==> src/rtl/pprl_pkg.sv <==
// ----------------------------------------------------------------------------
// pprl_pkg: shared types and constants of the per-peer reply rate limiter
// Field widths, verdict codes, register indexes and controller states.
// ----------------------------------------------------------------------------
package pprl_pkg;

	localparam int NODE_W   = 32;
	localparam int TIME_W   = 48;
	localparam int IVAL_W   = 32;
	localparam int SLOTF_W  = 2;
	localparam int CFG_IDX_W = 8;
	localparam int CFG_DAT_W = 32;

	typedef logic [NODE_W-1:0]    node_t;
	typedef logic [TIME_W-1:0]    time_t;
	typedef logic [SLOTF_W-1:0]   slot_field_t;
	typedef logic [CFG_IDX_W-1:0] cfg_idx_t;
	typedef logic [CFG_DAT_W-1:0] cfg_dat_t;

	typedef enum logic [1:0] {
		VERDICT_ALLOW      = 2'd0,
		VERDICT_BAD_SENDER = 2'd1,
		VERDICT_NOT_ENV    = 2'd2,
		VERDICT_SUPPRESS   = 2'd3
	} verdict_t;

	localparam cfg_idx_t REG_OWN_NODE_ID       = 8'd0;
	localparam cfg_idx_t REG_SUPPRESS_INTERVAL = 8'd1;

	typedef enum logic [1:0] {
		ST_IDLE,
		ST_SCAN,
		ST_DECIDE,
		ST_EMIT
	} state_t;

endpackage

==> src/rtl/pprl_if.sv <==
// ----------------------------------------------------------------------------
// pprl_if: channel interfaces of the rate limiter
// Request, response and configuration-write channels, valid/ready each.
// ----------------------------------------------------------------------------
interface pprl_req_if;
	import pprl_pkg::*;
	logic  valid;
	logic  ready;
	node_t sender_node;
	time_t now_ms;
	logic  is_env_request;
	modport source (output valid, sender_node, now_ms, is_env_request, input ready);
	modport sink   (input valid, sender_node, now_ms, is_env_request, output ready);
endinterface

interface pprl_rsp_if;
	import pprl_pkg::*;
	logic        valid;
	logic        ready;
	verdict_t    verdict;
	slot_field_t slot_used;
	modport source (output valid, verdict, slot_used, input ready);
	modport sink   (input valid, verdict, slot_used, output ready);
endinterface

interface pprl_cfg_if;
	import pprl_pkg::*;
	logic     valid;
	logic     ready;
	cfg_idx_t index;
	cfg_dat_t data;
	modport source (output valid, index, data, input ready);
	modport sink   (input valid, index, data, output ready);
endinterface

==> src/rtl/per_peer_reply_rate_limiter_unit.sv <==
// ----------------------------------------------------------------------------
// per_peer_reply_rate_limiter_unit: per-peer reply rate limiter
// Screens telemetry requests and rate-limits replies per peer slot.
// ----------------------------------------------------------------------------
// An early rejection goes from IDLE straight to EMIT; a screened request
//   passes SCAN, which checks slots until a match, a free slot or the table
//   end, then DECIDE and EMIT. EMIT loads the output register once it is free.
// A new request is taken only in IDLE, after the last one is emitted; the
//   peer table RAM has one read port and one slot is scanned per cycle.
// Reset: arst_n clears the configuration registers, slot valid bits, output valid and the controller at once.
module per_peer_reply_rate_limiter_unit #(
	parameter int PEER_SLOTS = 4
) (
	input  logic  clk,
	input  logic  arst_n,
	pprl_req_if.sink   req,
	pprl_rsp_if.source rsp,
	pprl_cfg_if.sink   cfg
);
	import pprl_pkg::*;

	localparam int SLOT_W  = (PEER_SLOTS > 1) ? $clog2(PEER_SLOTS) : 1;
	localparam int ENTRY_W = NODE_W + TIME_W;
	localparam logic [SLOT_W-1:0] LAST_SLOT = SLOT_W'(PEER_SLOTS - 1);

	typedef logic [SLOT_W-1:0] slot_t;

	// Configuration registers. The user must write them only while idle; the block itself does not enforce it.
	node_t               own_node_q;
	logic [IVAL_W-1:0]   interval_q;

	// Controller
	state_t state_q, state_d;

	// Current request
	node_t who_q;
	time_t now_q;

	// Scan bookkeeping: chk_idx_q is the slot whose RAM data is on rdata.
	slot_t chk_idx_q;
	slot_t oldest_idx_q;
	time_t oldest_t_q;
	slot_t chosen_q;
	logic  chosen_valid_q;
	time_t chosen_t_q;

	// One bit per slot: stamped at least once. A clear slot is free, and its
	// RAM entry is never trusted.
	logic [PEER_SLOTS-1:0] valid_q;

	// Pending result and output register
	verdict_t    res_verdict_q;
	slot_field_t res_slot_q;
	logic        out_valid_q;
	verdict_t    out_verdict_q;
	slot_field_t out_slot_q;

	// RAM ports
	logic                ram_we;
	slot_t               ram_raddr;
	logic [ENTRY_W-1:0]  ram_rdata;

	pprl_ram #(
		.WIDTH(ENTRY_W),
		.DEPTH(PEER_SLOTS)
	) u_peer_ram (
		.clk  (clk),
		.we   (ram_we),
		.waddr(chosen_q),
		.wdata({who_q, now_q}),
		.raddr(ram_raddr),
		.rdata(ram_rdata)
	);

	// ---------------------------------------------------------------- screen
	logic req_fire;
	logic bad_sender;
	assign req_fire   = req.valid && req.ready;
	assign bad_sender = (req.sender_node == '0) || (req.sender_node == own_node_q);

	// ------------------------------------------------------------------ scan
	node_t rd_node;
	time_t rd_time;
	logic  slot_valid;
	logic  hit;
	logic  older;
	logic  at_last;
	slot_t cand_idx;
	time_t cand_t;

	assign rd_node    = ram_rdata[ENTRY_W-1:TIME_W];
	assign rd_time    = ram_rdata[TIME_W-1:0];
	assign slot_valid = valid_q[chk_idx_q];
	// Free slot claims the sender; a stamped slot must hold the sender.
	assign hit        = !slot_valid || (rd_node == who_q);
	// Strict less-than keeps the lowest index on equal times.
	assign older      = (chk_idx_q == '0) || (rd_time < oldest_t_q);
	assign cand_idx   = older ? chk_idx_q : oldest_idx_q;
	assign cand_t     = older ? rd_time : oldest_t_q;
	assign at_last    = (chk_idx_q == LAST_SLOT);

	// ---------------------------------------------------------------- decide
	// Signed difference of two 48-bit times; negative never counts as elapsed.
	logic [TIME_W:0] diff;
	logic            elapsed;
	assign diff    = {1'b0, now_q} - {1'b0, chosen_t_q};
	assign elapsed = !chosen_valid_q ||
		(!diff[TIME_W] && (diff[TIME_W-1:0] >= TIME_W'(interval_q)));

	logic emit_go;
	assign emit_go = (state_q == ST_EMIT) && (!out_valid_q || rsp.ready);

	// ------------------------------------------------------------ next state
	always_comb begin
		state_d = state_q;
		unique case (state_q)
			ST_IDLE: begin
				if (req_fire) begin
					if (bad_sender || !req.is_env_request) begin
						state_d = ST_EMIT;
					end else begin
						state_d = ST_SCAN;
					end
				end
			end
			ST_SCAN: begin
				if (hit || at_last) begin
					state_d = ST_DECIDE;
				end
			end
			ST_DECIDE: begin
				state_d = ST_EMIT;
			end
			ST_EMIT: begin
				if (emit_go) begin
					state_d = ST_IDLE;
				end
			end
			default: state_d = ST_IDLE;
		endcase
	end

	// --------------------------------------------------------------- outputs
	always_comb begin
		req.ready = 1'b0;
		ram_we    = 1'b0;
		ram_raddr = '0;
		unique case (state_q)
			ST_IDLE: begin
				req.ready = 1'b1;
				ram_raddr = '0;
			end
			ST_SCAN: begin
				// Prefetch the next slot; a read past the last slot is a dead read.
				ram_raddr = chk_idx_q + slot_t'(1);
			end
			ST_DECIDE: begin
				ram_we = elapsed;
			end
			ST_EMIT: begin
				ram_raddr = '0;
			end
			default: begin
				ram_raddr = '0;
			end
		endcase
	end

	assign cfg.ready     = 1'b1;
	assign rsp.valid     = out_valid_q;
	assign rsp.verdict   = out_verdict_q;
	assign rsp.slot_used = out_slot_q;

	// ------------------------------------------------------- control registers
	always_ff @(posedge clk or negedge arst_n) begin
		if (!arst_n) begin
			state_q     <= ST_IDLE;
			own_node_q  <= '0;
			interval_q  <= '0;
			valid_q     <= '0;
			out_valid_q <= 1'b0;
		end else begin
			state_q <= state_d;
			if (cfg.valid && cfg.ready) begin
				if (cfg.index == REG_OWN_NODE_ID) begin
					own_node_q <= cfg.data;
				end else if (cfg.index == REG_SUPPRESS_INTERVAL) begin
					interval_q <= cfg.data;
				end
			end
			if (state_q == ST_DECIDE && elapsed) begin
				valid_q[chosen_q] <= 1'b1;
			end
			if (emit_go) begin
				out_valid_q <= 1'b1;
			end else if (rsp.ready) begin
				out_valid_q <= 1'b0;
			end
		end
	end

	// ------------------------------------------------------ datapath registers
	always_ff @(posedge clk) begin
		if (req_fire) begin
			who_q     <= req.sender_node;
			now_q     <= req.now_ms;
			chk_idx_q <= '0;
			res_slot_q <= '0;
			if (bad_sender) begin
				res_verdict_q <= VERDICT_BAD_SENDER;
			end else begin
				res_verdict_q <= VERDICT_NOT_ENV;
			end
		end
		if (state_q == ST_SCAN) begin
			oldest_idx_q <= cand_idx;
			oldest_t_q   <= cand_t;
			if (hit) begin
				chosen_q       <= chk_idx_q;
				chosen_valid_q <= slot_valid;
				chosen_t_q     <= rd_time;
			end else if (at_last) begin
				// Eviction: the slot is reclaimed, so its old stamp is void.
				chosen_q       <= cand_idx;
				chosen_valid_q <= 1'b0;
				chosen_t_q     <= cand_t;
			end else begin
				chk_idx_q <= chk_idx_q + slot_t'(1);
			end
		end
		if (state_q == ST_DECIDE) begin
			res_verdict_q <= elapsed ? VERDICT_ALLOW : VERDICT_SUPPRESS;
			res_slot_q    <= SLOTF_W'(chosen_q);
		end
		if (emit_go) begin
			out_verdict_q <= res_verdict_q;
			out_slot_q    <= res_slot_q;
		end
	end
endmodule

==> src/rtl/pprl_ram.sv <==
// ----------------------------------------------------------------------------
// pprl_ram: generic single-write, single-read RAM
// One write port, one read port with the read data registered.
// ----------------------------------------------------------------------------
module pprl_ram #(
	parameter int WIDTH = 8,
	parameter int DEPTH = 4
) (
	input  logic                                    clk,
	input  logic                                    we,
	input  logic [(DEPTH > 1 ? $clog2(DEPTH) : 1)-1:0] waddr,
	input  logic [WIDTH-1:0]                        wdata,
	input  logic [(DEPTH > 1 ? $clog2(DEPTH) : 1)-1:0] raddr,
	output logic [WIDTH-1:0]                        rdata
);
	logic [WIDTH-1:0] mem [DEPTH];

	always_ff @(posedge clk) begin
		if (we) begin
			mem[waddr] <= wdata;
		end
		rdata <= mem[raddr];
	end
endmodule

==> src/flat_wrapper.sv <==
// flat-port wrapper written by rule: the top's interface ports become plain ports
module per_peer_reply_rate_limiter_unit_flat import pprl_pkg::*;
#(
	parameter int PEER_SLOTS = 4
)
  (clk, arst_n, req_valid, req_sender_node, req_now_ms, req_is_env_request, req_ready, rsp_valid, rsp_verdict, rsp_slot_used, rsp_ready, cfg_valid, cfg_index, cfg_data, cfg_ready);
  pprl_req_if req_i ();
  pprl_rsp_if rsp_i ();
  pprl_cfg_if cfg_i ();
  input  logic clk;
  input  logic arst_n;
  input wire logic [$bits(req_i.valid)-1:0] req_valid;
  input wire logic [$bits(req_i.sender_node)-1:0] req_sender_node;
  input wire logic [$bits(req_i.now_ms)-1:0] req_now_ms;
  input wire logic [$bits(req_i.is_env_request)-1:0] req_is_env_request;
  output wire logic [$bits(req_i.ready)-1:0] req_ready;
  output wire logic [$bits(rsp_i.valid)-1:0] rsp_valid;
  output wire logic [$bits(rsp_i.verdict)-1:0] rsp_verdict;
  output wire logic [$bits(rsp_i.slot_used)-1:0] rsp_slot_used;
  input wire logic [$bits(rsp_i.ready)-1:0] rsp_ready;
  input wire logic [$bits(cfg_i.valid)-1:0] cfg_valid;
  input wire logic [$bits(cfg_i.index)-1:0] cfg_index;
  input wire logic [$bits(cfg_i.data)-1:0] cfg_data;
  output wire logic [$bits(cfg_i.ready)-1:0] cfg_ready;
  assign req_i.valid = req_valid;
  assign req_i.sender_node = req_sender_node;
  assign req_i.now_ms = req_now_ms;
  assign req_i.is_env_request = req_is_env_request;
  assign req_ready = req_i.ready;
  assign rsp_valid = rsp_i.valid;
  assign rsp_verdict = rsp_i.verdict;
  assign rsp_slot_used = rsp_i.slot_used;
  assign rsp_i.ready = rsp_ready;
  assign cfg_i.valid = cfg_valid;
  assign cfg_i.index = cfg_index;
  assign cfg_i.data = cfg_data;
  assign cfg_ready = cfg_i.ready;
  per_peer_reply_rate_limiter_unit #(.PEER_SLOTS(PEER_SLOTS)) u_core (.clk(clk), .arst_n(arst_n), .req(req_i), .rsp(rsp_i), .cfg(cfg_i));
endmodule
==> config.mk <==
export PLATFORM = sky130hd
export DESIGN_NAME = per_peer_reply_rate_limiter_unit_flat
export DESIGN_NICKNAME = d
export VERILOG_FILES = /design/src/rtl/pprl_pkg.sv /design/src/rtl/pprl_if.sv /design/src/rtl/per_peer_reply_rate_limiter_unit.sv /design/src/rtl/pprl_ram.sv /design/src/flat_wrapper.sv
export SDC_FILE = /design/constraint.sdc
export NUM_CORES = 1
export LEC_CHECK = 0
export BUFFER_PORTS_ARGS = -buffer_cell sky130_fd_sc_hd__buf_2
export CAP_MARGIN = 15
export CORE_ASPECT_RATIO = 1.2
export CORE_MARGIN = 2
export CORE_UTILIZATION = 42
export CTS_BUF_LIST = sky130_fd_sc_hd__clkbuf_4
export CTS_CLUSTER_SIZE = 30
export DETAILED_ROUTE_END_ITERATION = 10
export PLACE_DENSITY = 0.56
export SKIP_CTS_REPAIR_TIMING = 1
export SLEW_MARGIN = 20
export SYNTH_ARGS = -nofsm -noshare
export SYNTH_HDL_FRONTEND = slang
export SYNTH_SLANG_ARGS = --single-unit
==> constraint.sdc <==
create_clock -name clk -period 12.59 [get_ports clk]
set_input_delay 0 -clock clk [delete_from_list [all_inputs] [get_ports clk]]
set_output_delay 0 -clock clk [all_outputs]
set_load 0.01 [all_outputs]
==> metrics.md, run 1 <==
| Metric | Value |
|---|---|
| Total GRT Usage | between 20% and 30% |
| PD cells | roughly 220 nW/um^2 |
| Clock Latency Late Sink | around 1.1 ns |
| Top_reg_cell synth | edfxtp_1 |
| Post-Place Setup Slack | 6.45 ns |
| DRC viols | 0 |
| Crit Path Max Fanout | between 50 and 60 |
| Crit Path Category | flip-flop to flip-flop |
| Multi-input gate area | between 9000 and 10,000 um^2 |
| Worst setup margin | between 6 and 7 ns |
| Reg area | roughly 19,000 um^2 |
| Clock root buffer | clkbuf_4 |
| Initial Util | a little over two fifths |
| Fmax achieved | about 160 MHz |
| Async set-reset flop share out of synthesis | 10.7% |
| Power Total | between 0.007 and 0.008 W |
| Yosys top cell area share | between 50% and 60% |
| Mapped Nets | 2,493 |
| R2R Path End | u_core.u_peer_ram.mem[3][23]$_DFFE_PP_ |
| CTS tree | yes |
| Finish-stage setup viols | 0 |
| Htree depth | 4 |
| Pre-antenna DRT Iters | 7 |
| Initial antenna violation count | 3 |
| Reg-to-Reg Start | u_core.now_q[0]$_DFFE_PP_ |
| Req. time, crit path | roughly 13 ns |
| Critical path launch point type | flip-flop |
| Std cell rows | roughly 110 |
| HP Class | primary input to flip-flop |
| Slew @ Worst Pin | ~1.1 ns |
| VDD IR max | around 0.00018 V |
| Cts bufs inserted | about 160 |
| Remaining antenna violation count after routing | 0 |
| CP endpoint kind | flip-flop |
| TNS Setup | 0 ns |
| Unique masters post-synth | 73 |
| Flops & latches, synth | approximately 660 |
| Min cycle time layout | 6.16 ns |
| RSZ-0062 raised after global routing | false |
| Layout cells sized above 1 | 22.0% |
| P_leak | 13.6 nW |
| Hold_sp | req_valid |
| Gr ovfl total | 0 |
| Largest area contributor in the synthesized netlist | edfxtp_1 |
| Total clock sinks | 662 |
| Post-synth EDFFs | 509 |
| Die Wd | ~250 um |
| WHS Path Cells | 4 |
| Final Cycle Share | 48.9% |
| Post-Synthesis Cells | between 2,000 and 2,500 |
| Syn Std Cell Area | 29,300 um^2 |
| Sequential area share after synthesis | a little under two thirds |
| Total die area | a little over 70,000 um^2 |
| R2r setup slk | between 6 and 7 ns |
| Core footprint | about 69,000 um^2 |
| Hold endpoint | u_core.state_q[0]$_DFFE_PN0P_ |
| Number of global-route vias before repair | approximately 19,000 |
| Gpl congestion | 0.893 |
| Max_cap viols | 0 |
| Maximum buffer depth of the clock tree | 3 |
| Number of cells on the worst reg-to-reg path | 22 |
| Final hold viol count | 0 |
| Post-Route WL | roughly 75,000 um |
| Clock Skew | 0.0956 ns |
| Layout fillers | around 6,000 |
| Nets | 2,963 |
| First-pass GRT wire length | 111,000 um |
| DP HPWL | ~47,000 um |
| Initial DRC count | between 1,000 and 1,500 |
| Via density | about 5.2 |
| Clk slew on worst S/H paths | approximately 0.060 ns |
| Slew margin rel. | about a quarter |
| Outcome | finished clean |
| Routed WL per cell | about 20 um |
| Synth Area per Inst | between 10 and 15 um^2 |
| Routed vias | just under 20,000 |
| Placed cell count | 3,209 |
| Final Slew Violations | 0 |
| Area Overhead vs Synth | 21.9% |
| Fin cells | 3,760 |
| Top Ports | roughly 130 |
| Die H | a little under 300 um |
| Synth Warn # | 0 |
| CP arrival | 6.76 ns |
| Largest net degree at the start of global routing | between 80 and 90 |
| Synth area leaders | edfxtp_1 (52%), mux2_2 (6.3%), dfrtp_1 (6.1%) |
| # port buffers | roughly 130 |
[cells by family after synthesis]
logic type | share of synthesized area, %
AO/OA/AOI/OAI | 9.55
XOR/XNOR | 2.93
adder cells (fa/ha/maj) | 5.74
buffers and inverters | 3.11
flip-flops | 63.7
multiplexers | 6.47
other | 0.0128
AND/OR/NAND/NOR | 8.44
[worst max-delay path: stages (launching register included)]
cell	delay, ns
edfxtp_1	0.40
inv_1	0.06
ha_1	0.21
fa_1	0.40
nor2b_1	0.18
o2111ai_1	0.30
a211oi_2	0.47
nor3_1	0.18
o21ai_0	0.33
a21oi_1	0.14
xnor2_1	0.16
ha_1	0.19
a21o_1	0.17
a21o_1	0.16
a21oi_1	0.14
o22ai_1	0.09
nor2_1	0.11
o2111ai_1	0.13
nor4_1	0.49
nand3_1	0.16
o2111ai_1	0.37
o21ai_4	0.32
buf_4	0.51
[report_power, final]
group,switching [W],internal (W),total [W]
combinational,0.00151,0.00107,0.00258
clock,0.000876,0.00102,0.00190
sequential,0.000285,0.00300,0.00329
total,0.00267,0.00510,0.00777
[cell usage after synthesis, types with 3 or more instances]
master	count
edfxtp_1	509
nand2_1	238
mux2_2	164
inv_1	149
ha_1	133
nor2b_1	91
a31oi_1	89
a211oi_1	86
dfxtp_1	82
xnor2_1	82
a21oi_1	80
clkbuf_1	73
dfrtp_1	71
nor2_1	52
nand4_1	50
o21ai_0	50
a21o_1	33
nor4_1	19
nand3_1	17
xor2_1	16
o21a_1	15
nor3_1	14
buf_2	8
nand2b_1	8
o211ai_1	6
o31ai_1	6
or3_1	6
a211o_1	5
o21bai_1	5
or2_2	5
and3_1	4
buf_1	4
o2111ai_1	4
a211oi_2	3
and2_1	3
and4_1	3
mux2i_1	3
o22ai_1	3
o311ai_0	3
[cell type report]
class	count	area share (%)
flip-flops and latches	662	52.3
multi-input cells	1334	27.5
repair buffers	392	9.12
clock buffers	261	5.48
well taps	918	3.21
inverters	149	1.57
clock inverters	41	0.819
diodes	3	0.0210
[state kept, by name, indices dropped and copies added (netlist names), 4 cells and up]
| register | flops |
|---|---|
| u_core.interval_q | 32 |
| u_core.who_q | 32 |
| u_core.chosen_t_q | 48 |
| u_core.u_peer_ram.rdata | 80 |
| u_core.oldest_t_q | 48 |
| u_core.own_node_q | 32 |
| u_core.valid_q | 4 |
| u_core.now_q | 48 |
| u_core.u_peer_ram.mem | 320 |
[stage by stage]
step	utilization (%)	hold WS, ns	cell area (um^2)
2_1_floorplan	-	-0.296	29300
3_3_place_gp	44.7	0.176	31000
3_5_place_dp	44.7	0.178	31000
4_1_cts	48.0	-0.981	33300
5_1_grt	51.6	0.00108	35800
6_report	51.6	0.0394	35800
[layer usage]
metal / vias to the layer above / wire length, um / GRT usage, % / share of wire, %
li1: 9339 / - / - / -
met1: 9617 / 32900 / 26.6 / 44
met2: 574 / 36300 / 33.3 / 49
met3: 127 / 3950 / 4.17 / 5.3
met4: 2 / 1700 / 8.22 / 2.3
met5: - / 16 / 0 / 0.021
[placed cells by master, fill, tap and decap left out, drive strengths merged, types with 5 or more instances in the layout]
cell type / synthesis / routed
nand2: 238 / 238
xnor2: 82 / 82
a31oi: 89 / 89
a211o: 5 / 5
nand4: 50 / 50
clkbuf: 74 / 261
clkinv: 0 / 33
o211ai: 6 / 6
nand3: 17 / 17
or2: 5 / 5
a21o: 34 / 34
a211oi: 89 / 89
nand2b: 8 / 8
or3: 6 / 6
dfrtp: 71 / 71
edfxtp: 509 / 509
o21bai: 5 / 5
dlygate4sd3: 0 / 244
o31ai: 7 / 7
nor2b: 91 / 91
nor3: 14 / 14
inv: 149 / 151
dfxtp: 82 / 82
buf: 14 / 148
o21a: 16 / 16
mux2: 164 / 164
a21oi: 82 / 82
nor4: 19 / 19
o21ai: 53 / 53
xor2: 16 / 16
nor2: 52 / 52
ha: 133 / 133
[how the worst max path moves through the flow]
stage	startpoint	cells after the start	to	slack, ns
after global placement	u_core.now_q[0]$_DFFE_PP_	22	u_core.u_peer_ram.mem[3][23]$_DFFE_PP_	6.56
after floorplan	u_core.now_q[0]$_DFFE_PP_	21	u_core.u_peer_ram.mem[3][0]$_DFFE_PP_	5.01
after detailed placement	u_core.now_q[0]$_DFFE_PP_	22	u_core.u_peer_ram.mem[3][23]$_DFFE_PP_	6.45
after global routing	u_core.now_q[0]$_DFFE_PP_	22	u_core.u_peer_ram.mem[3][23]$_DFFE_PP_	5.89
after CTS	u_core.now_q[0]$_DFFE_PP_	22	u_core.u_peer_ram.mem[3][23]$_DFFE_PP_	6.38
final	u_core.now_q[0]$_DFFE_PP_	22	u_core.u_peer_ram.mem[3][23]$_DFFE_PP_	6.43
Power figures use the tool's default switching activity.
==> inputs of run 2 (changes only) <==
- clock period: 12.59 -> 6.01 ns (I/O delays scaled with it)
==> run 2 against run 1 <==
- clock power up 110%
- via count increased by 0.96%
- design area increased by 0.50%
- global-route usage grew 0.82 points
- largest power group unchanged
==> metrics.md, run 2 (synthesis gave the netlist of run 1 again) <==
| Metric | Value |
|---|---|
| Worst Setup EP | u_core.u_peer_ram.mem[1][31]$_DFFE_PP_ |
| Pre-antenna DRT Iters | 5 |
| Largest net degree at the start of global routing | 72 |
| Remaining antenna violation count after routing | 0 |
| CTS tree | yes |
| Finished Core Util | about half |
| Initial Util | 42.3% |
| Slew margin rel. | a little under a quarter |
| Largest registers | u_core.u_peer_ram.mem: 320 flops, u_core.u_peer_ram.rdata: 80 flops |
| Crit Path Category | flip-flop to flip-flop |
| Top Ports | about 130 |
| Area Overhead vs Synth | 22.5% |
| Total clock sinks | 662 |
| Routed vias | 19,800 |
| Crit Path Max Fanout | 62 |
| Routed WL per cell | 20.4 um |
| Power Total | between 0.015 and 0.02 W |
| P_leak | about 14 nW |
| Internal power | 0.0107 W |
| R2R Path End | u_core.u_peer_ram.mem[1][31]$_DFFE_PP_ |
| PD cells | about 460 nW/um^2 |
| VDD IR max | roughly 0.00024 V |
| Core footprint | about 70,000 um^2 |
| DRC viols | 0 |
| Htree depth | 4 |
| Slew @ Worst Pin | 1.15 ns |
| Final hold viol count | 0 |
| Switching Share | 35.0% |
| Initial DRC count | about 1,300 |
| Final Slew Violations | 0 |
| Max reg flops | 320 |
| Highest-delay cell along the critical path | a211oi_2 |
| Clock root buffer | clkbuf_4 |
| CP endpoint kind | flip-flop |
| Req. time, crit path | approximately 6.6 ns |
| Number of cells on the worst reg-to-reg path | 22 |
| Total GRT Usage | a little over a fifth |
| Std cell rows | roughly 110 |
| Gr ovfl total | 0 |
| Initial antenna violation count | 4 |
| Fmax achieved | 177 MHz |
| Crit path largest cell delay | 0.46 ns |
| Outcome | finished clean |
| Via density | 5.25 |
| First-pass GRT wire length | about 110,000 um |
| Post-Route WL | slightly below 80,000 um |
| CP dominant cell by count | o2111ai_1 |
| Commonest non-fill, non-tap cell in the layout | edfxtp_1 |
| Die Wd | about 250 um |
| Layout fillers | 6,036 |
| Clk slew on worst S/H paths | 0.07 ns |
| DP HPWL | between 50,000 and 60,000 um |
| Worst Path Buf+Inv | 2 |
| Max_cap viols | 0 |
| Worst path top cell family by delay | compound AO/OA/AOI/OAI gates |
| Gpl congestion | 0.881 |
| # port buffers | around 130 |
| Worst Setup SP | u_core.now_q[0]$_DFFE_PP_ |
| Cts bufs inserted | 165 |
| Clock Latency Late Sink | about 1.0 ns |
| Clock Power Share | 24.0% |
| Total die area | about 72,000 um^2 |
| Clock Skew | about 0.05 ns |
| Reg-to-Reg Start | u_core.now_q[0]$_DFFE_PP_ |
| Sequential power share | a little over two fifths |
| Combinational Power Share | 34.1% |
| Finish-stage setup viols | 0 |
| CP arrival | around 6.3 ns |
| Final Cycle Share | 94.2% |
| HP Class | primary input to flip-flop |
| Stages on the worst setup path | 22 |
| Register with the most flip-flops | u_core.u_peer_ram.mem |
| Min cycle time layout | roughly 5.7 ns |
| R2r setup slk | 0.35 ns |
| Number of global-route vias before repair | roughly 19,000 |
| Layout cells sized above 1 | around 22% |
| Die H | approximately 290 um |
| Nets | approximately 3,000 |
| Most frequent cells in the layout | edfxtp_1 (509), clkbuf_4 (248), dlygate4sd3_1 (241) |
| Critical path launch point type | flip-flop |
| Switching pwr | 0.00574 W |
| Critical-path cell list | inv_1 > ha_1 > fa_1 > nor2b_1 > o2111ai_1 > a211oi_2 > nor3_1 > o21ai_0 > a21oi_1 > xnor2_1 > ha_1 > a21o_1 > a21o_1 > a21oi_1 > o22ai_1 > nor2_1 > o2111ai_1 > nor4_1 > nand3_1 > o2111ai_1 > o31ai_4 > buf_12 |
| Maximum buffer depth of the clock tree | 3 |
## run 2: changes by cell type in the layout (fill, tap and decap cells not counted), moves of 2 or more
cell | before | now
diode_2 | 3 | 5
clkbuf_4 | 261 | 248
buf_12 | 1 | 10
dlygate4sd3_1 | 244 | 241
clkinv_2 | 6 | 8
buf_4 | 16 | 22
inv_6 | 2 | 4
clkinv_1 | 25 | 37
## run 2: per-layer routing
metal	wire length, um	share of wire [%]	track usage [%]
met5	0	0	0
met4	1990	2.6	7.70
met3	4620	6.0	4.76
met2	36400	47	34.0
met1	34200	44	28.3
## run 2: final cells by class
type | count | area, um^2 | share of cell area [%]
Sequential cell | 662 | 18700 | 52.0
Antenna cell | 5 | 12.5 | 0.0348
Inverter | 149 | 562 | 1.56
Tap cell | 918 | 1150 | 3.20
Clock buffer | 248 | 1860 | 5.18
Timing Repair Buffer | 404 | 3460 | 9.61
Clock inverter | 60 | 382 | 1.06
Multi-Input combinational cell | 1334 | 9810 | 27.3
## run 2: power groups by stage
stage / clock network [W] / registers [W] / logic, W
2_1_floorplan: 0 / 0.00677 / 0.00384
3_3_place_gp: 0 / 0.00693 / 0.00543
3_5_place_dp: 0 / 0.00697 / 0.00548
4_1_cts: 0.00409 / 0.00689 / 0.00553
5_1_grt: 0.00432 / 0.00700 / 0.00624
6_report: 0.00395 / 0.00688 / 0.00560
## run 2: per-stage QoR
step                setup TNS (ns)  setup slack, ns  hold WS [ns]  instance area [um^2]  std cells
CTS                              0            0.429        -0.982                 33500       3533
global placement                 0            0.566         0.176                 31200       3225
finish                           0            0.351        0.0455                 35900       3780
detailed placement               0            0.518         0.178                 31200       3225
floorplan                        0            0.255        -0.296                 29300       2233
global route                -0.364          -0.0475      -0.00431                 35900       3780
## run 2: worst min path at each step
stage,cells past startpoint,endpoint,from,slack [ns]
after floorplan,0,u_core.interval_q[0]$_DFFE_PN0P_,arst_n,-0.30
after global placement,1,u_core.now_q[37]$_DFFE_PP_,req_now_ms[37],0.18
after detailed placement,1,u_core.now_q[38]$_DFFE_PP_,req_now_ms[38],0.18
after CTS,1,u_core.now_q[10]$_DFFE_PP_,req_now_ms[10],-0.98
after global routing,5,u_core.chk_idx_q[0]$_DFF_P_,req_valid,-0.004
final,5,u_core.chk_idx_q[1]$_DFF_P_,req_valid,0.05
## run 2: worst reg2reg max path: stages, from the launching register on
cell and delay, ns:
edfxtp_1 0.39, inv_1 0.06, ha_1 0.21, fa_1 0.40
nor2b_1 0.17, o2111ai_1 0.27, a211oi_2 0.46, nor3_1 0.17
o21ai_0 0.31, a21oi_1 0.13, xnor2_1 0.15, ha_1 0.19
a21o_1 0.17, a21o_1 0.17, a21oi_1 0.15, o22ai_1 0.09
nor2_1 0.12, o2111ai_1 0.12, nor4_1 0.45, nand3_1 0.18
o2111ai_1 0.39, o31ai_4 0.15, buf_12 0.21
